## src/hw/rtl/bb_pkg.sv

```systemverilog
`timescale 1ns / 1ps
`default_nettype none
// ----------------------------------------------------------------------------
// bb_pkg: shared types and constants of the 3x3 box blur
// Channel layout, register indexes, command codes, window control bundle and
// the reciprocal table used for the rounded average.
// ----------------------------------------------------------------------------
package bb_pkg;

	// pixel layout: red [7:0], green [15:8], blue [23:16]
	localparam int CH_N   = 3;
	localparam int CHAN_W = 8;
	localparam int PIX_W  = CH_N * CHAN_W;
	localparam int SLOTS  = 3;

	// column sum of three pixels, window sum of nine, 2*sum + n
	localparam int COL_W = 10;
	localparam int SUM_W = 12;
	localparam int NUM_W = 13;
	localparam int CNT_W = 4;

	// average = (2*sum + n) * ceil(2^18 / 2n) >> 18, exact for NUM_W numerators
	localparam int RECIP_W     = 18;
	localparam int RECIP_SHIFT = 18;
	localparam int PROD_W      = NUM_W + RECIP_W;

	// configuration registers
	localparam int WIDTH_W    = 12;
	localparam int HEIGHT_W   = 16;
	localparam int CFG_IDX_W  = 1;
	localparam int CFG_DATA_W = 16;
	localparam logic [CFG_IDX_W-1:0] REG_WIDTH  = 1'b0;
	localparam logic [CFG_IDX_W-1:0] REG_HEIGHT = 1'b1;
	localparam logic [WIDTH_W-1:0]  WIDTH_RST  = 12'd640;
	localparam logic [HEIGHT_W-1:0] HEIGHT_RST = 16'd480;

	// input beat kinds
	localparam logic CMD_PUSH  = 1'b0;
	localparam logic CMD_DRAIN = 1'b1;

	// window control from the sequencer
	typedef struct packed {
		logic shift;      // shift a new column into the newest slot
		logic col_valid;  // the new column lies inside the frame
		logic hist_clear; // older slots are left of the frame
		logic a_en;       // include the older line store row
		logic c_en;       // include the incoming pixel row
		logic sum_load;   // register the window sum
	} win_ctrl_t;

	// reciprocal of 2n for the neighbor counts that can occur
	function automatic logic [RECIP_W-1:0] bb_recip(input logic [CNT_W-1:0] n);
		logic [RECIP_W-1:0] r;
		case (n)
			4'd1:    r = 18'd131072;
			4'd2:    r = 18'd65536;
			4'd3:    r = 18'd43691;
			4'd4:    r = 18'd32768;
			4'd6:    r = 18'd21846;
			4'd9:    r = 18'd14564;
			default: r = '0;
		endcase
		return r;
	endfunction

endpackage
`default_nettype wire

```

## src/hw/rtl/bb_round.sv

```systemverilog
`timescale 1ns / 1ps
`default_nettype none
// ----------------------------------------------------------------------------
// bb_round: rounded average and output register
// Multiplies each numerator by the reciprocal of 2n and holds the result beat
// until the downstream side takes it.
// ----------------------------------------------------------------------------
module bb_round
	import bb_pkg::*;
(
	input  wire logic                       clk,
	input  wire logic                       arst_n,
	input  wire logic                       load,
	input  wire logic [CH_N-1:0][NUM_W-1:0] numer,
	input  wire logic [RECIP_W-1:0]         recip,
	input  wire logic                       last_in,
	input  wire logic                       ready,
	output logic                            free,
	output logic                            valid,
	output logic      [PIX_W-1:0]           data,
	output logic                            last
);

	logic [CH_N-1:0][PROD_W-1:0] prod;
	logic [PIX_W-1:0]            data_q;
	logic                        last_q;
	logic                        valid_q;

	// quotient = (numer * recip) >> RECIP_SHIFT
	always_comb begin
		for (int ch = 0; ch < CH_N; ch++) begin
			prod[ch] = PROD_W'(numer[ch]) * PROD_W'(recip);
		end
	end

	assign free = !valid_q || ready;

	// output payload
	always_ff @(posedge clk) begin
		if (load) begin
			for (int ch = 0; ch < CH_N; ch++) begin
				data_q[ch*CHAN_W +: CHAN_W] <= prod[ch][RECIP_SHIFT +: CHAN_W];
			end
			last_q <= last_in;
		end
	end

	// output valid
	always_ff @(posedge clk or negedge arst_n) begin
		if (!arst_n) begin
			valid_q <= 1'b0;
		end else if (load) begin
			valid_q <= 1'b1;
		end else if (ready) begin
			valid_q <= 1'b0;
		end
	end

	assign valid = valid_q;
	assign data  = data_q;
	assign last  = last_q;

endmodule
`default_nettype wire

```

## config.mk

```make
export PLATFORM = sky130hd
export DESIGN_NAME = bb_round
export DESIGN_NICKNAME = d
export VERILOG_FILES = /design/src/hw/rtl/bb_pkg.sv /design/src/hw/rtl/bb_round.sv
export SDC_FILE = /design/constraint.sdc
export NUM_CORES = 1
export LEC_CHECK = 0
export ABC_AREA = 1
export BUFFER_PORTS_ARGS = -buffer_cell sky130_fd_sc_hd__buf_2
export CORE_ASPECT_RATIO = 0.6
export CORE_MARGIN = 1.5
export CORE_UTILIZATION = 25
export CTS_CLUSTER_SIZE = 14
export DETAILED_ROUTE_END_ITERATION = 6
export GPL_ROUTABILITY_DRIVEN = 0
export MAX_ROUTING_LAYER = met4
export SLEW_MARGIN = 20
export SYNTH_ARGS = -nofsm -noshare
export SYNTH_HDL_FRONTEND = slang
export SYNTH_SLANG_ARGS = --single-unit
```

## constraint.sdc

```tcl
create_clock -name clk -period 0.8 [get_ports clk]
set_clock_uncertainty 0.1 [all_clocks]
set_input_delay 0.2 -clock clk [delete_from_list [all_inputs] [get_ports clk]]
set_output_delay 0.2 -clock clk [all_outputs]
set_load 0.05 [all_outputs]
```

Word-level counts from Yosys, hierarchy flattened
Cells that the tools add are included.
W data, S select, Z words.
{"block": "word_totals", "reg_bits": 26, "input_bits": 62, "out_inout_bits": 27, "wordCells": 11}
{"block": "op_classes", "mul": 3, "muxes": 2, "n_reduce_logical": 3}
{"cell": "$mul A13 B18 Y26", "n": 3}
{"cell": "$mux W1", "n": 2}
{"cell": "$reduce_bool A2 Y1", "n": 1}
{"cell": "$logic_not A1 Y1", "n": 1}
{"cell": "$logic_or A1 B1 Y1", "n": 1}

Longest topological paths before layout
{"block": "depth", "ltp_word": 2, "ltp_mapped": 26, "mapped_depth_nobuf": 24}

Least setup slack after synthesis
OpenSTA, ideal clock, no wires.
{"block": "synth_timing", "kind": "input to register", "start": "input port numer[20] (netlist name)", "end": "register data_q[14], in the netlist data[14] (data pin)", "setup_ps": 252, "t_arrival_ps": 4474, "t_required_ps": 448, "setup_slack_ps": -4026, "cell_stages": 20, "n_path_buf": 2, "cell_sequence": "clkbuf_1 > clkbuf_1 > nand2_1 > fa_1 > inv_1 > fa_1 > fa_1 > fa_1 > inv_1 > fa_1 > inv_1 > ha_1 > a21oi_1 > nor2_1 > o21ai_0 > nand3_1 > nor2_1 > nand2_1 > nand2_1 > nand2_1"}
{"element": "start: declaration", "line_no": "bb_round.sv:14", "source": "input wire logic [CH_N-1:0][NUM_W-1:0] numer,"}
{"element": "end signal: indexed assignment", "line_no": "bb_round.sv:42", "source": "data_q[ch*CHAN_W +: CHAN_W] <= prod[ch][RECIP_SHIFT +: CHAN_W];"}
{"element": "end: declaration", "line_no": "bb_round.sv:25", "source": "logic [PIX_W-1:0] data_q;"}

==> impl_metrics.env <==
export IMPL_final_antenna_net_count=0
export IMPL_dp_hpwl_mm=56.2
export IMPL_core_um2=88300
export IMPL_yosys_top_cells_count="1067 x inv_1, 921 x nand2_1, 501 x fa_1"
export IMPL_grt_pass1_wl_mm=111
export IMPL_routed_wl_mm=70.2
export IMPL_max_freq_ghz=0.220
export IMPL_violations="negative hold slack, negative setup slack"
export IMPL_design_portCount=89
export IMPL_worstHoldEndpoint="last"
export IMPL_firstDrtPassIters=7
export IMPL_ys_warn_count=0
export IMPL_tightestPinTransition_ns=0.363
export IMPL_synthFlopType="edfxtp_1"
export IMPL_numCtsBuffers=3
export IMPL_grt_pass1_vias=19830
export IMPL_cts_tree="done"
export IMPL_layout_min_cycle_time_ns=4.54
export IMPL_drtIter0Drc=1485
export IMPL_synth_yosys_seq_area_share=0.0345
export IMPL_worstPathRequired_ns=0.79
export IMPL_overflow=0
export IMPL_cp_start_kind="input pin"
export IMPL_finalCritPeriodShare=5.68
export IMPL_synth_cell_types=34
export IMPL_hold_viol_final=1
export IMPL_die_area_um2=91800
export IMPL_slew_limit_headroom=0.758
export IMPL_synthSimpleGateAreaFrac=0.192
export IMPL_synth_area_per_cell_um2=7.19
export IMPL_status="complete, but fails checks"
export IMPL_synth_edff_count=25
export IMPL_hold_buffers=1
export IMPL_hold_worst_slack_ns=-0.0778
export IMPL_dr_total_vias=19334
export IMPL_synth_nets=3842
export IMPL_antenna_found_initial=3
export IMPL_drc=0
export IMPL_wl_per_cell_um=15.2
export IMPL_synth_area_leader_cell="fa_1"
export IMPL_drv_slew=0
export IMPL_path_class="input pin to flip-flop"
export IMPL_initial_core_util=0.255
export IMPL_drive_gt1_frac=0.257
export IMPL_grt_max_degree=21
export IMPL_hp_class="input pin to flip-flop"
export IMPL_clkTransAtPathRegs_ns=0.13
export IMPL_ctsLongestPathBuffers=2
export IMPL_setup_viol=52
export IMPL_synth_seq_cells=26
export IMPL_cp_end_kind="flip-flop"
export IMPL_placed_cells=4526
export IMPL_area_growth_pct=33.9
export IMPL_synthXorXnorAreaFrac=0.00896
export IMPL_arrival_ns=4.53
export IMPL_r2r_end="valid"
export IMPL_regToRegSetupSlack_ns=-0.04
export IMPL_synth_most_common_cell="inv_1"
export IMPL_fin_cells=4614
export IMPL_die_w_um=390
export IMPL_track_usage=0.159
export IMPL_synth_area_um2=22500
export IMPL_whs_path_depth=1
export IMPL_layout_setup_ws_ns=-3.74
export IMPL_muxShareOfSynthArea=0
export IMPL_nets=4167
export IMPL_numPortBuffers=88
export IMPL_r2r_start="valid"
export IMPL_synth_top_family_by_area="adder cells"
export IMPL_reg2regPathDepth=3
export IMPL_clk_latency_ns=0.34
export IMPL_cap_violations=0
export IMPL_synthCells=3126
export IMPL_cp_max_fo=5
export IMPL_synth_fa_ha_area_frac=0.531
export IMPL_cts_max_level=1
export IMPL_synth_compound_area_share=0.0283
export IMPL_worstHoldStart="last_in"
export IMPL_numClockSinks=26
export IMPL_rsz0062_at_grt="yes"
export IMPL_netlist_top_cells_area="fa_1 45%, inv_1 18%, nand2_1 15%"
export IMPL_viasPerCell=4.19
export IMPL_async_reset_ff_frac=0.0385
export IMPL_num_rows=84
export IMPL_die_h_um=235
export IMPL_yosys_area_top_type_share=0.446
export IMPL_cts_root_buffer="clkbuf_16"
-- logic make-up (layout without fill, tap and decap cells) --
kind of cell,count (synthesis),after routing
buffers and inverters,1210,1534
xor gates and xnor gates,23,23
other,0,3
and+or+nand+nor,1100,1100
adders and majority gates,654,654
DFF,26,26
AOI/OAI and AO/OA,113,113
-- flip-flops by register name, summed over array words and instances (netlist names) --
| signal | flops |
|---|---|
| last | 1 |
| data | 24 |
| valid | 1 |
-- cell usage in the layout (no fill, tap or decap), types with 10 or more instances in the layout --
cell type,instances
nor2_2,17
xnor2_1,10
nor2_1,50
fa_2,28
buf_4,299
ha_4,48
nand2_4,39
nand3_1,35
o21ai_1,15
a21oi_2,29
edfxtp_1,25
inv_2,102
nand3_2,12
nand4_1,21
a21oi_4,10
a21oi_1,16
buf_16,16
buf_2,17
a21o_1,16
ha_1,105
fa_1,473
nor2_4,13
buf_12,56
xor2_1,11
buf_6,55
inv_1,964
nand2_1,799
nand2_2,88
-- final cells by class --
cell class,instances,area [um^2]
flip-flops and latches,26,777
fillers,9203,58200
clock inverters,1,30.0
multi-input cells,1890,18900
repair buffers,462,4810
inverters,1068,4010
clock buffers,3,75.1
well taps,1161,1450
diodes,3,7.51
-- critical path, cell delays in order --
cell     delay, ns
buf_16        0.14
buf_16        0.17
buf_12        0.14
nand2_4       0.05
inv_2         0.03
fa_1          0.48
inv_2         0.04
fa_1          0.48
inv_2         0.04
fa_1          0.48
inv_1         0.05
fa_1          0.50
inv_2         0.04
fa_1          0.55
ha_4          0.24
nand2_4       0.07
nand2_4       0.08
nor2_1        0.10
nand2_1       0.07
nand2_1       0.07
nand2_2       0.05
nand2_1       0.06
nand2_1       0.07
nand2_2       0.10
nand2_1       0.06
nand2_1       0.08
nand2_2       0.08
-- layer usage --
metal  GRT usage  share of wire  vias up
li1            -              -     9278
met1       0.236           0.49     9354
met2       0.215           0.40      656
met3      0.0458           0.10       46
met4      0.0189          0.012        0
met5           -              0        -
-- metrics by stage --
step / worst slack (ns) / setup TNS (ns) / hold slack (ns) / cell area, um^2 / utilization
4_1_cts: -3.68 / -98.35 / -0.0871 / 29200 / 0.331
3_3_place_gp: -4.25 / -105.64 / -0.124 / 27300 / 0.309
6_report: -3.74 / -98.86 / -0.0778 / 30100 / 0.341
3_5_place_dp: -4.29 / -106.10 / -0.124 / 27300 / 0.309
5_1_grt: -3.89 / -103.40 / -0.0824 / 30100 / 0.341
2_1_floorplan: -3.68 / -88.91 / -0.196 / 24400 / -
-- worst max path at each step --
| stage | start | endpoint | cells past startpoint |
|---|---|---|---|
| global route | recip[8] | data[8] | 25 |
| finish | recip[5] | data[8] | 27 |
| detailed placement | recip[13] | data[12] | 18 |
| CTS | recip[11] | data[12] | 21 |
| global placement | numer[18] | data[12] | 19 |
| floorplan | numer[23] | data[12] | 19 |
-- timing repair --
item / in CTS / in global routing
setup buffers: 39 / 24
endpoints found under the hold margin: 2 / 1
gates resized for setup: 325 / 208
pin swaps: 118 / 168
cloned: 15 / 3
endpoints found under the setup margin: 52 / 52
Power is not shown: default switching activity piles up to over one toggle a cycle in this logic, so the estimate is an artifact.
