--- config.mk ---
export PLATFORM = sky130hd
export DESIGN_NAME = bb_window
export DESIGN_NICKNAME = d
export VERILOG_FILES = /design/src/hw/rtl/bb_pkg.sv /design/src/hw/rtl/bb_window.sv
export SDC_FILE = /design/constraint.sdc
export NUM_CORES = 1
export LEC_CHECK = 0
export ABC_AREA = 1
export ABC_CLOCK_PERIOD_IN_PS = 4830
export BUFFER_PORTS_ARGS = -buffer_cell sky130_fd_sc_hd__buf_2
export CORE_UTILIZATION = 35
export CTS_BUF_LIST = sky130_fd_sc_hd__clkbuf_8
export CTS_CLUSTER_DIAMETER = 60
export DETAILED_ROUTE_END_ITERATION = 10
export SLEW_MARGIN = 30
export SYNTH_ARGS = -nofsm -noshare
export SYNTH_HDL_FRONTEND = slang
export SYNTH_SLANG_ARGS = --single-unit
export TNS_END_PERCENT = 5
--- constraint.sdc ---
create_clock -name clk -period 4.83 [get_ports clk]
set_clock_uncertainty 0.15 [all_clocks]
set_input_delay 0.2415 -clock clk [delete_from_list [all_inputs] [get_ports clk]]
set_output_delay 0.2415 -clock clk [all_outputs]
set_load 0.02 [all_outputs]
--- src/hw/rtl/bb_pkg.sv ---
`timescale 1ns / 1ps
`default_nettype none
// ----------------------------------------------------------------------------
// bb_pkg: shared types and constants of the 3x3 box blur
// Channel layout, register indexes, command codes, window control bundle and
// the reciprocal table used for the rounded average.
// ----------------------------------------------------------------------------
package bb_pkg;

	// pixel layout: red [7:0], green [15:8], blue [23:16]
	localparam int CH_N   = 3;
	localparam int CHAN_W = 8;
	localparam int PIX_W  = CH_N * CHAN_W;
	localparam int SLOTS  = 3;

	// column sum of three pixels, window sum of nine, 2*sum + n
	localparam int COL_W = 10;
	localparam int SUM_W = 12;
	localparam int NUM_W = 13;
	localparam int CNT_W = 4;

	// average = (2*sum + n) * ceil(2^18 / 2n) >> 18, exact for NUM_W numerators
	localparam int RECIP_W     = 18;
	localparam int RECIP_SHIFT = 18;
	localparam int PROD_W      = NUM_W + RECIP_W;

	// configuration registers
	localparam int WIDTH_W    = 12;
	localparam int HEIGHT_W   = 16;
	localparam int CFG_IDX_W  = 1;
	localparam int CFG_DATA_W = 16;
	localparam logic [CFG_IDX_W-1:0] REG_WIDTH  = 1'b0;
	localparam logic [CFG_IDX_W-1:0] REG_HEIGHT = 1'b1;
	localparam logic [WIDTH_W-1:0]  WIDTH_RST  = 12'd640;
	localparam logic [HEIGHT_W-1:0] HEIGHT_RST = 16'd480;

	// input beat kinds
	localparam logic CMD_PUSH  = 1'b0;
	localparam logic CMD_DRAIN = 1'b1;

	// window control from the sequencer
	typedef struct packed {
		logic shift;      // shift a new column into the newest slot
		logic col_valid;  // the new column lies inside the frame
		logic hist_clear; // older slots are left of the frame
		logic a_en;       // include the older line store row
		logic c_en;       // include the incoming pixel row
		logic sum_load;   // register the window sum
	} win_ctrl_t;

	// reciprocal of 2n for the neighbor counts that can occur
	function automatic logic [RECIP_W-1:0] bb_recip(input logic [CNT_W-1:0] n);
		logic [RECIP_W-1:0] r;
		case (n)
			4'd1:    r = 18'd131072;
			4'd2:    r = 18'd65536;
			4'd3:    r = 18'd43691;
			4'd4:    r = 18'd32768;
			4'd6:    r = 18'd21846;
			4'd9:    r = 18'd14564;
			default: r = '0;
		endcase
		return r;
	endfunction

endpackage
`default_nettype wire

--- src/hw/rtl/bb_window.sv ---
`timescale 1ns / 1ps
`default_nettype none
// ----------------------------------------------------------------------------
// bb_window: 3-column sliding window
// Holds per-column channel sums with a valid bit per slot, and registers the
// window sum as 2*sum + n together with the reciprocal of 2n.
// ----------------------------------------------------------------------------
module bb_window
	import bb_pkg::*;
(
	input  wire logic                        clk,
	input  wire logic                        arst_n,
	input  wire win_ctrl_t                   ctrl,
	input  wire logic [PIX_W-1:0]            row_a,
	input  wire logic [PIX_W-1:0]            row_b,
	input  wire logic [PIX_W-1:0]            row_c,
	output logic      [CH_N-1:0][NUM_W-1:0]  numer,
	output logic      [RECIP_W-1:0]          recip
);

	logic [SLOTS-1:0][CH_N-1:0][COL_W-1:0] slot_q;
	logic [SLOTS-1:0]                      vld_q;
	logic [1:0]                            rows_q;
	logic [CH_N-1:0][COL_W-1:0]            col;
	logic [1:0]                            col_rows;
	logic [CH_N-1:0][SUM_W-1:0]            sum_c;
	logic [1:0]                            nvalid;
	logic [CNT_W-1:0]                      n_c;
	logic [CH_N-1:0][NUM_W-1:0]            numer_q;
	logic [RECIP_W-1:0]                    recip_q;

	// new column: masked rows added per channel
	always_comb begin
		for (int ch = 0; ch < CH_N; ch++) begin
			col[ch] = COL_W'(row_b[ch*CHAN_W +: CHAN_W]);
			if (ctrl.a_en) begin
				col[ch] = col[ch] + COL_W'(row_a[ch*CHAN_W +: CHAN_W]);
			end
			if (ctrl.c_en) begin
				col[ch] = col[ch] + COL_W'(row_c[ch*CHAN_W +: CHAN_W]);
			end
		end
		col_rows = 2'd1 + {1'b0, ctrl.a_en} + {1'b0, ctrl.c_en};
	end

	// window sum over valid slots
	always_comb begin
		for (int ch = 0; ch < CH_N; ch++) begin
			sum_c[ch] = '0;
			for (int k = 0; k < SLOTS; k++) begin
				if (vld_q[k]) begin
					sum_c[ch] = sum_c[ch] + SUM_W'(slot_q[k][ch]);
				end
			end
		end
		nvalid = 2'($countones(vld_q));
		n_c    = CNT_W'(nvalid) * CNT_W'(rows_q);
	end

	// slot data: shift toward slot 0
	always_ff @(posedge clk) begin
		if (ctrl.shift) begin
			slot_q[0] <= slot_q[1];
			slot_q[1] <= slot_q[2];
			slot_q[2] <= col;
		end
	end

	// slot valid bits and row count
	always_ff @(posedge clk or negedge arst_n) begin
		if (!arst_n) begin
			vld_q  <= '0;
			rows_q <= 2'd1;
		end else if (ctrl.shift) begin
			vld_q[2] <= ctrl.col_valid;
			vld_q[1] <= ctrl.hist_clear ? 1'b0 : vld_q[2];
			vld_q[0] <= ctrl.hist_clear ? 1'b0 : vld_q[1];
			if (ctrl.col_valid) begin
				rows_q <= col_rows;
			end
		end
	end

	// registered numerator and reciprocal
	always_ff @(posedge clk) begin
		if (ctrl.sum_load) begin
			for (int ch = 0; ch < CH_N; ch++) begin
				numer_q[ch] <= NUM_W'({sum_c[ch], 1'b0}) + NUM_W'(n_c);
			end
			recip_q <= bb_recip(n_c);
		end
	end

	assign numer = numer_q;
	assign recip = recip_q;

endmodule
`default_nettype wire

# [Word level (Yosys, flattened, before mapping)]
# Cells that the tools add are included.
# Widths: inputs -> output; s select.
[word_totals] register_bits=152 input_bits=80 out_inout_bits=57 wordCells=60
[op_classes] addsub=19 mul=1 n_eq_ne=6 mux=18 reduce_logical=1
[op_table] cell="$pmux 18 s6" count=1
[op_table] cell="$add 12x10->12" count=6
[op_table] cell="$mux 12" count=6
[op_table] cell="$mux 10" count=6
[op_table] cell="$add 13x4->13" count=3
[op_table] cell="$add 10x8->10" count=3
[op_table] cell="$add 8x8->9" count=3
[op_table] cell="$mux 9" count=3
[op_table] cell="$eq 4x2->1 const B" count=2
[op_table] cell="$eq 4x3->1 const B" count=2
[op_table] cell="$add 2x1->2" count=2
[op_table] cell="$eq 4x1->1 const B" count=1
[op_table] cell="$eq 4x4->1 const B" count=1
[op_table] cell="$mul 2x2->4" count=1
[op_table] cell="$add 1x1->2" count=1
[op_table] cell="$add 1x1->2 const A" count=1
[op_table] cell="$mux 1" count=2
[op_table] cell="$reduce_and 2->1" count=1

# [Logic depth before layout (Yosys ltp)]
# Gate-level depths: netlist (run 1).
[logic_depth] ltp_word=6 ltp_mapped=32 mapped_depth_nobuf=28

# [Worst setup path before layout (run 1)]
# OpenSTA, ideal clock, no wires.
[synth_timing] path_type="register to register" start="register vld_q[0]" end="register numer_q, in the netlist numer[11], data pin" setup_ns=0.249 arrival_ns=4.081 required_ns=4.431 setup_slack_ns=0.350 stages_incl_launch_ff=24 path_buffers=4 period_less_slack_ns=4.480 path_cell_list="dfrtp_1 buf_6 buf_6 buf_2 buf_2 nand2_1 inv_1 ha_1 fa_1 inv_1 o21ai_0 inv_1 fa_1 o21ai_0 inv_1 fa_1 o21ai_0 nand3_1 nor2_1 nand3_1 nor2_2 nand4_1 nand2_1 inv_1"
[synth_between] elab_chain_len=6 elab_cells_between_ends=9 cone_classes="add/sub (5); mul (1); mux (3)"
[synth_rtl] element="start, declared" line_no="bb_window.sv:22" text="logic [SLOTS-1:0] vld_q;"
[synth_rtl] element="start signal, assigned" line_no="bb_window.sv:77" text="vld_q[0] <= ctrl.hist_clear ? 1'b0 : vld_q[1];"
[synth_rtl] element="$mux 10" line_no="bb_window.sv:51" text="if (vld_q[k]) begin"
[synth_rtl] element="$add 12x10->12" line_no="bb_window.sv:52" text="sum_c[ch] = sum_c[ch] + SUM_W'(slot_q[k][ch]);"
[synth_rtl] element="$mux 12" line_no="bb_window.sv:51"
[synth_rtl] element="$add 12x10->12" line_no="bb_window.sv:52"
[synth_rtl] element="$mux 12" line_no="bb_window.sv:51"
[synth_rtl] element="$add 13x4->13 *" line_no="bb_window.sv:88" text="numer_q[ch] <= NUM_W'({sum_c[ch], 1'b0}) + NUM_W'(n_c);"
[synth_rtl] element="end signal, assigned by index" line_no="bb_window.sv:88"
[synth_rtl] element="end, declared" line_no="bb_window.sv:29" text="logic [CH_N-1:0][NUM_W-1:0] numer_q;"
# Mark *: on every way between the ends. The rest lies on a longest branch, timed or not.
# A chain may end at the register's enable or synchronous reset.

# [Worst setup path after layout (run 1)]
[layout_timing] start="register vld_q[0]" end="register numer_q, in the netlist numer[37], data pin"
# The elaborated chain is that of the path after synthesis.

==> results of run 1 <==
kinds of logic after synthesis:
kind of cell | Yosys count
simple gates | 722
fa+ha+maj | 132
buf+inv | 223
xor+xnor | 57
flops | 140
compound gates | 194
critical path, stage by stage (launching register included):
cell,delay [ps]
dfrtp_1,510
nand2_1,130
inv_1,50
ha_1,210
fa_1,500
inv_1,40
o21ai_0,310
inv_1,110
fa_1,450
o21ai_0,220
inv_1,100
fa_1,440
nor2_1,120
nor2_1,50
nor2_2,130
nand4_1,170
nor2_2,200
nand2_1,70
nand2_1,60
nand2_1,50
where the power goes:
group	switching [mW]	total [mW]	internal [mW]
combinational	0.886	1.39	0.508
sequential	0.0899	1.62	1.53
clock	0.498	0.858	0.361
total	1.47	3.87	2.40
layout make-up:
type                            instances  area [um^2]
Clock inverter                         15        116.4
Fill cell                            3391        19430
Inverter                              182        683.2
Tap cell                              442        553.0
Sequential cell                       140         4180
Multi-Input combinational cell       1105         6495
Clock buffer                           17        234.0
Timing Repair Buffer                  154        843.3
state kept, by name, indices dropped and copies added, names as in the netlist:
name,flops
slot_q,90
numer,37
recip,8
vld_q,3
rows_q,2
per-stage QoR:
| stage | total power, mW | worst slack [ps] |
|---|---|---|
| CTS | 3.916 | 510.8 |
| floorplan | 2.644 | 349.8 |
| detailed placement | 3.034 | 522.8 |
| finish | 3.872 | 526.1 |
| global placement | 3.013 | 626.8 |
| global route | 4.177 | 147.2 |
Yosys cell counts, types with 2 or more instances:
cell type	number
nor2_1	74
nor3_1	11
xor2_1	34
nand2_1	411
clkbuf_1	17
buf_2	7
a21oi_2	3
nand3_1	139
nand3_2	9
nand4_1	19
xnor2_1	23
o2111ai_1	2
o21ai_0	82
inv_2	2
buf_1	2
nor2_2	11
dfrtp_1	4
buf_4	12
buf_6	2
edfxtp_1	135
or2_2	7
a31oi_1	12
nand3b_1	4
fa_1	16
clkinv_1	3
o21bai_1	8
a211oi_1	2
nand2_2	27
a21oi_1	74
and2_1	6
ha_1	116
o22ai_1	4
inv_1	177
final timing paths:
kind | to | slack (ps)
min reg2reg | slot_q[18]$_DFFE_PP_ | 320
min in group asynchronous | rows_q[0]$_DFFE_PN1P_ | 130
min | slot_q[60]$_DFFE_PP_ | 60
max reg2reg | numer[37]$_DFFE_PP_ | 530
max | numer[37]$_DFFE_PP_ | 530
max in group asynchronous | rows_q[1]$_DFFE_PN0P_ | 3780
cell usage in the layout, fill, tap and decap left out, types with 6 or more instances in the layout:
| cell | synthesis | layout |
|---|---|---|
| or2_2 | 7 | 7 |
| nand3_2 | 9 | 9 |
| o21bai_1 | 8 | 8 |
| ha_1 | 116 | 116 |
| nand3_1 | 139 | 139 |
| clkinv_4 | 0 | 6 |
| nor2_1 | 74 | 74 |
| buf_4 | 12 | 15 |
| a31oi_1 | 12 | 12 |
| nor3_1 | 11 | 11 |
| xor2_1 | 34 | 34 |
| o21ai_0 | 82 | 82 |
| nand4_1 | 19 | 19 |
| xnor2_1 | 23 | 23 |
| a21oi_1 | 74 | 74 |
| fa_1 | 16 | 16 |
| and2_1 | 6 | 6 |
| clkbuf_8 | 0 | 17 |
| nand2_1 | 411 | 411 |
| inv_1 | 177 | 177 |
| buf_2 | 7 | 134 |
| nor2_2 | 11 | 11 |
| edfxtp_1 | 135 | 135 |
| nand2_2 | 27 | 27 |
metal layers:
layer	part of all wire [%]	global-route usage [%]
met5	0	0
met4	0.96	4.267
met3	5.8	2.991
met2	40	24.67
met1	53	24.91
==> metrics, run 1 <==
status complete, no violations; DIE AREA approximately 34000 um^2; drt total wl 27150 um; Placer Congestion 0.8879; # IOs 137; Die H about 180 um; number of synthesized flops with an enable pin 135; final net count 1812; placed cell count roughly 2000; Post-CTS Repair Setup Buffers 0; Async SR Flop Fraction 3.571%; adder-cell share of the synthesized area 15.28%; die width 184.0 um; multiplexer share of the synthesized area 0%; RSZ-0062 raised after global routing no; register area share after synthesis 36.04%; max_slew headroom 41.11%; fin area 13110 um^2; vias in the first global route about 9000; cts bufs inserted 17; Slew @ Worst Pin roughly 880 ps; mapped cell area 11600 um^2; synth unique cells 46; GRT Resource Usage Total 16.73%; fin util 40.28%; net count after synthesis 1680; antenna-violating nets left 0; DRT iter0 DRCs 635; simple-gate share of the synthesized area 27.30%; Peak Freq 0.2323 GHz; layout cells sized above 1 15.19%; Leak 6.491 nW; VDD IR max 0.1288 mV; vias 9717; first-pass GRT wire length 45020 um; Synth top area share between 30% and 40%; Yosys top cell by area edfxtp_1; grt ovf 0; Final min period around 4300 ps; top cells by area, synth edfxtp_1 (35%), nand2_1 (13%), ha_1 (13%); Warnings, synthesis 0; largest net degree at the start of global routing slightly above 70; startpoint types register; Critical path origin vld_q[0]$_DFFE_PN0P_; CTS sink cnt 140; drt pass-1 iters 5; Critical Path RT 4910 ps; Min Hold Slack 64.98 ps; Post-Layout Cell Count between 2000 and 2500; Hold Vio Cnt, Final 0; Hold Crit Start row_b[0]; CTS resizes 0; launching point of the worst reg2reg path vld_q[0]$_DFFE_PN0P_; hold depth 3; CTS Buffer Depth 2; Pins Over Slew Limit 0; CP max FO 7; main combinational cell family by area after synthesis simple AND/OR/NAND/NOR gates; drc violations 0; starting density of the core 35.64%; initial antenna violation count 0; std cell rows 66; antenna cells 0; DR WL/cell 13.21 um; htree depth 4; Synth Area in Compound Gates 9.127%; Root Buffer clkbuf_8; Cell Pwr Density 295.5 nW/um^2; mean area per synthesized cell ~7.9 um^2; Clk pin slew, worst setup/hold paths 80 ps; area of the core 32540 um^2; maxcap violations 0; Most used DFF post-synth edfxtp_1; Clock Latency Late Sink 460 ps; TritonCTS clock tree yes; CP Capture Type register; Worst Reg2Reg Path Length in Cells 19; critical path data arrival time 4380 ps; final setup TNS 0 ps; Final Cycle Share 89.11%; setup violators final 0; Syn Inst Count 1468; Worst Hold Class input port to register; CTS Hold Bufs 4; critical path class register to register; DR vias/cell 4.728; xor and xnor fraction of the mapped netlist area around 4.3%; Synth-to-Final Area Change 13.00%; DP Wirelength approximately 22000 um; Yosys reg bits 140; placed instance area around 13000 um^2; port buffer count 136
Power figures use the tool's default switching activity.
==> run 2: changes to the inputs <==
- BUFFER_PORTS_ARGS: -buffer_cell sky130_fd_sc_hd__buf_2 -> default
- DONT_BUFFER_PORTS: default -> 1
==> run 2 against run 1 <==
Effect of this change: power increased by 1.2%; wire length decreased by 3.9%; combinational power decreased by 12%; global-route usage decreased by 0.75 points; non-clock buffer count decreased by 124; critical path depth unchanged; via count decreased by 4.3%; register-to-register slack got worse by 80 ps; clock-buffer cell count unchanged; final area decreased by 3.5%; fmax decreased by 1.9%; critical endpoint unchanged; largest cell class unchanged; largest power group unchanged.
==> metrics, run 2 (same netlist as run 1, synthesis figures left out) <==
starting density of the core 35.64% (unchanged); part of the power in registers 43.8% (+2.0 points); Comb power frac 31.0% (-5.0 points); Synth-to-Final Area Change 9.020%; CP Capture Type register; Worst Hold Class input port to register; commonest non-fill, non-tap cell in the layout nand2_1; htree depth 4 (unchanged); Critical Path RT 4900 ps (about the same); Fillers 3378 (-0.38%); CP max-delay cell dfrtp_1; Final Cycle Share 90.82% (+1.7 points); P_int 2.507 mW (+4.5%); RSZ-0062 raised after global routing no; DP Wirelength 20520 um (-4.9%); setup violators final 0 (unchanged); vias in the first global route 8802 (-4.1%); initial antenna violation count 0 (unchanged); Min Hold Slack 30.82 ps (-34.16 ps); drt total wl 26100 um (-3.9%); VDD IR max 0.1287 mV (about the same); critical path data arrival time 4450 ps (+70 ps); most frequent cells in the layout nand2_1 (411), inv_1 (180), nand3_1 (139); Peak Freq 0.2280 GHz (-1.9%); final net count 1688 (-6.8%); maxcap violations 0 (unchanged); slowest stage delay, CP 530 ps (+20 ps); fin area 12640 um^2 (-3.5%); P_sw 1.412 mW (-4.2%); startpoint types register; top cell family by delay on the critical path adder cells; Slew @ Worst Pin 725.4 ps (-157.9 ps); first-pass GRT wire length 42880 um (-4.7%); port buffer count 0 (-100%); # IOs 137 (unchanged); drc violations 0 (unchanged); CP max FO 10 (+3); Pins Over Slew Limit 0 (unchanged); final setup TNS 0 ps (unchanged); Root Buffer clkbuf_8; Leak 6.040 nW (-6.9%); antenna-violating nets left 0 (unchanged); max reg flops 90 (unchanged); antenna cells 0 (unchanged); layout cells sized above 1 7.052% (-8.1 points); Placer Congestion 0.8980 (+1.1%); Sw Ratio 36.03% (-2.0 points); CP cell instances nand2_1, inv_1, ha_1, fa_1, inv_1, o21ai_0, inv_1, fa_1, o21ai_0, inv_1, fa_1, nor2_1, nor2_1, nor2_2, nand4_1, nor2_2, nand2_1, nand2_1, nand2_1; Die H 184.0 um (unchanged); DIE AREA 33870 um^2 (unchanged); Final min period 4387 ps (+82.91 ps); GRT Resource Usage Total 15.98% (-0.75 points); grt ovf 0 (unchanged); std cell rows 66 (unchanged); largest net degree at the start of global routing 96 (+35%); Biggest register slot_q; placed cell count 1878 (-7.0%); CTS sink cnt 140 (unchanged); Cell Pwr Density 309.9 nW/um^2 (+4.9%); Clk pin slew, worst setup/hold paths 80 ps (about the same); crit path setup slack, layout 443.2 ps (-82.91 ps); critical path class register to register; area of the core 32540 um^2 (unchanged); Post-Layout Cell Count 1931 (-6.0%); Place WS 392.4 ps (-130.4 ps); Hold Vio Cnt, Final 0 (unchanged); die width 184.0 um (unchanged); DRT iter0 DRCs 467 (-26%); Buf/Inv on CP 4 (unchanged); vias 9296 (-4.3%); clock share of power 25.1% (+2.9 points); status complete, no violations; cts bufs inserted 17 (unchanged); drt pass-1 iters 5 (unchanged); DR vias/cell 4.814 (+1.8%); TritonCTS clock tree yes; placed instance area 11990 um^2 (-5.7%); max_slew headroom 51.74% (+11 points); CTS Buffer Depth 2 (unchanged); DR WL/cell 13.51 um (+2.3%); Clock Latency Late Sink 450 ps (about the same)
run 2: path summary, 6_finish.rpt:
path                                      start               endpoint  slack, ps  cells after the start
max                        vld_q[0]$_DFFE_PN0P_    numer[37]$_DFFE_PP_        440                     19
min                                   row_b[20]   slot_q[84]$_DFFE_PP_         30                      4
max reg2reg                vld_q[0]$_DFFE_PN0P_    numer[37]$_DFFE_PP_        440                     19
min reg2reg                slot_q[47]$_DFFE_PP_   slot_q[17]$_DFFE_PP_        310                      0
max in group asynchronous                arst_n  rows_q[0]$_DFFE_PN1P_       3760                      2
min in group asynchronous                arst_n   vld_q[1]$_DFFE_PN0P_        500                      2
run 2: timing repair:
item,4_1_cts,5_1_grt
endpoints found under the setup margin,0,2
hold buffers,21,0
buffers inserted,0,0
hold endpoints to repair,162,0
gates resized for setup,0,2
run 2: per-layer routing:
layer | up-vias | track usage [%] | share of wire, %
met5 | - | 0 | 0
met4 | 0 | 5.000 | 1.4
met3 | 25 | 2.952 | 4.7
met2 | 209 | 23.68 | 40
met1 | 4153 | 23.28 | 54
li1 | 4909 | - | -
run 2: power by group through the flow:
| stage | combinational (mW) | clock, mW | sequential [mW] |
|---|---|---|---|
| CTS | 1.22 | 1.02 | 1.72 |
| floorplan | 0.961 | 0 | 1.68 |
| finish | 1.22 | 0.984 | 1.72 |
| global placement | 1.14 | 0 | 1.74 |
| detailed placement | 1.16 | 0 | 1.75 |
| global route | 1.41 | 1.06 | 1.74 |
run 2: layout make-up:
cell class                 count  area [um^2]  area share (%)
multi-input combinational   1105         6495           51.37
inverter                     182        683.2           5.403
sequential                   140         4180           33.06
clock buffer                  17        234.0           1.851
timing repair buffer          30        321.6           2.543
tap                          442        553.0           4.374
clock inverter                15        176.4           1.395
run 2: metrics by stage:
step                total power [mW]  utilization, %
floorplan                      2.644               -
global placement               2.881           36.86
detailed placement             2.908           36.86
CTS                            3.954           38.85
global route                   4.207           38.86
finish                         3.918           38.86
run 2: worst register-to-register path, cell delays in order, from the launching register on:
cell and delay, ps:
dfrtp_1 530, nand2_1 140, inv_1 50, ha_1 200, fa_1 480, inv_1 40, o21ai_0 370, inv_1 110
fa_1 450, o21ai_0 230, inv_1 100, fa_1 440, nor2_1 120, nor2_1 60, nor2_2 140, nand4_1 180
nor2_2 200, nand2_1 70, nand2_1 50, nand2_1 40
==> run 3: changes to the inputs <==
- CTS_BUF_LIST: sky130_fd_sc_hd__clkbuf_8 -> sky130_fd_sc_hd__clkbuf_8 sky130_fd_sc_hd__clkbuf_16
==> run 3 against run 2 <==
Effect of this change: die area did not move; clock power rose by 35%; non-clock buffer count fell by 6; combinational power barely moved; register-to-register slack barely moved; final area rose by 1.0%; sequential share of layout area fell by 0.34 points; critical endpoint unchanged; largest cell class unchanged.
==> metrics, run 3 (same netlist as run 1, synthesis figures left out) <==
DRT iter0 DRCs 577 (+24%); Leak 6.103 nW (+1.0%); hold depth 2 (-2); Sw Ratio 34.17% (-1.9 points); vias 9250 (-0.49%); max reg flops 90 (unchanged); area of the multi-input gates 6495 um^2 (unchanged); GRT Resource Usage Total 15.97% (about the same); final setup TNS 0 ps (unchanged); Slew @ Worst Pin 728.9 ps (+3.501 ps); r2r endpoint numer[37]$_DFFE_PP_; maxcap violations 0 (unchanged); Final min period 4379 ps (-8.124 ps); Worst Setup EP numer[37]$_DFFE_PP_; largest net degree at the start of global routing 96 (unchanged); Synth-to-Final Area Change 10.15%; most frequent cells in the layout nand2_1 (411), inv_1 (180), nand3_1 (139); final net count 1682 (-0.36%); RSZ-0062 raised after global routing no; P_sw 1.456 mW (+3.1%); Worst Reg2Reg Path Length in Cells 19 (unchanged); Critical Path RT 4860 ps (-40 ps); Root Buffer clkbuf_16; DR vias/cell 4.805 (-0.18%); first-pass GRT wire length 42850 um (about the same); layout cells sized above 1 7.080% (+0.029 points); Peak Freq 0.2284 GHz (+0.19%); drc violations 0 (unchanged); commonest non-fill, non-tap cell in the layout nand2_1; setup violators final 0 (unchanged); Hold Vio Cnt, Final 0 (unchanged); Biggest register slot_q; P_int 2.804 mW (+12%); launching point of the worst reg2reg path vld_q[0]$_DFFE_PN0P_; drt total wl 26050 um (-0.20%); TritonCTS clock tree yes; startpoint types register; starting density of the core 35.64% (unchanged); status complete, no violations; area of the core 32540 um^2 (unchanged); port buffer count 0 (unchanged); Final Cycle Share 90.66% (-0.17 points); # IOs 137 (unchanged); CTS Buffer Depth 2 (unchanged); Clock Latency Late Sink 430 ps (-20 ps); antenna-violating nets left 0 (unchanged); Min Hold Slack 18.19 ps (-12.63 ps); Worst Hold Class input port to register; vias in the first global route 8783 (-0.22%); antenna cells 0 (unchanged); Fillers 3343 (-1.0%); Cell Pwr Density 333.5 nW/um^2 (+7.6%); clock share of power 31.2% (+6.1 points); Critical path origin vld_q[0]$_DFFE_PN0P_; die width 184.0 um (unchanged); drt pass-1 iters 5 (unchanged); CP Capture Type register; Comb power frac 28.4% (-2.6 points); Die H 184.0 um (unchanged); Pins Over Slew Limit 0 (unchanged); FF+latch area 4180 um^2 (unchanged); htree depth 4 (unchanged); Post-CTS Repair Setup Buffers 0 (unchanged); DP Wirelength 20520 um (unchanged); VDD IR max 0.2018 mV (+57%); std cell rows 66 (unchanged); initial antenna violation count 0 (unchanged); Placer Congestion 0.8980 (unchanged); max_slew headroom 51.51% (-0.23 points); Clk pin slew, worst setup/hold paths 60 ps (-20 ps); DIE AREA 33870 um^2 (unchanged); grt ovf 0 (unchanged); critical path class register to register; DR WL/cell 13.53 um (+0.11%); CP max FO 10 (unchanged); CTS sink cnt 140 (unchanged); part of the power in registers 40.4% (-3.4 points); critical path data arrival time 4410 ps (-40 ps); cts bufs inserted 17 (unchanged); R2R setup slack 450 ps (about the same)
run 3: cell count changes in the layout (fill, tap and decap cells not counted):
cell,delta
clkbuf_16,+17
clkbuf_8,-17
dlygate4sd3_1,-6
run 3: worst min path at each step:
stage	startpoint	end
6_report	ctrl[2]	slot_q[61]$_DFFE_PP_
2_1_floorplan	arst_n	rows_q[1]$_DFFE_PN0P_
3_5_place_dp	arst_n	rows_q[1]$_DFFE_PN0P_
5_1_grt	ctrl[2]	slot_q[80]$_DFFE_PP_
4_1_cts	ctrl[2]	slot_q[80]$_DFFE_PP_
3_3_place_gp	arst_n	rows_q[1]$_DFFE_PN0P_
run 3: timing repair:
item,4_1_cts,5_1_grt
endpoints found under the setup margin,0,2
endpoints found under the hold margin,156,0
hold buffers,15,0
gates resized for setup,0,2
run 3: power groups by stage:
stage / registers [mW] / logic (mW) / clock network, mW
6_report: 1.72 / 1.21 / 1.33
5_1_grt: 1.74 / 1.40 / 1.41
4_1_cts: 1.72 / 1.21 / 1.36
3_5_place_dp: 1.75 / 1.16 / 0
3_3_place_gp: 1.74 / 1.14 / 0
2_1_floorplan: 1.68 / 0.961 / 0
run 3: worst max-delay path: stages, from the launching register on:
cell and delay [ps]:
dfrtp_1 520, nand2_1 130, inv_1 50, ha_1 200, fa_1 480, inv_1 40
o21ai_0 370, inv_1 110, fa_1 450, o21ai_0 230, inv_1 100, fa_1 440
nor2_1 120, nor2_1 60, nor2_2 140, nand4_1 180, nor2_2 200, nand2_1 70
nand2_1 50, nand2_1 40
run 3: area by class of cell:
cell class              instances  area share (%)
clock inverters                15           1.381
multi-input cells            1105           50.84
repair buffers                 24           2.047
well taps                     442           4.329
flip-flops and latches        140           32.72
clock buffers                  17           3.330
inverters                     182           5.348
run 3: through the flow:
stage                     setup WS [ps]  instance area [um^2]  utilization [%]  std cells  power (mW)
after floorplan                   349.8                 11600                -       1468       2.644
after global placement            532.1                 11990            36.86       1878       2.881
after detailed placement          392.4                 11990            36.86       1878       2.908
after CTS                         342.3                 12770            39.25       1925       4.297
after global routing              30.16                 12770            39.26       1925       4.550
final                             451.3                 12770            39.26       1925       4.260
run 3: per-layer routing:
| layer | GRT usage (%) | wire [um] | up-vias |
|---|---|---|---|
| met5 | 0 | 0 | - |
| met4 | 4.967 | 326 | 0 |
| met3 | 2.971 | 1265 | 23 |
| met2 | 23.64 | 10520 | 206 |
| met1 | 23.31 | 13940 | 4122 |
| li1 | - | - | 4899 |
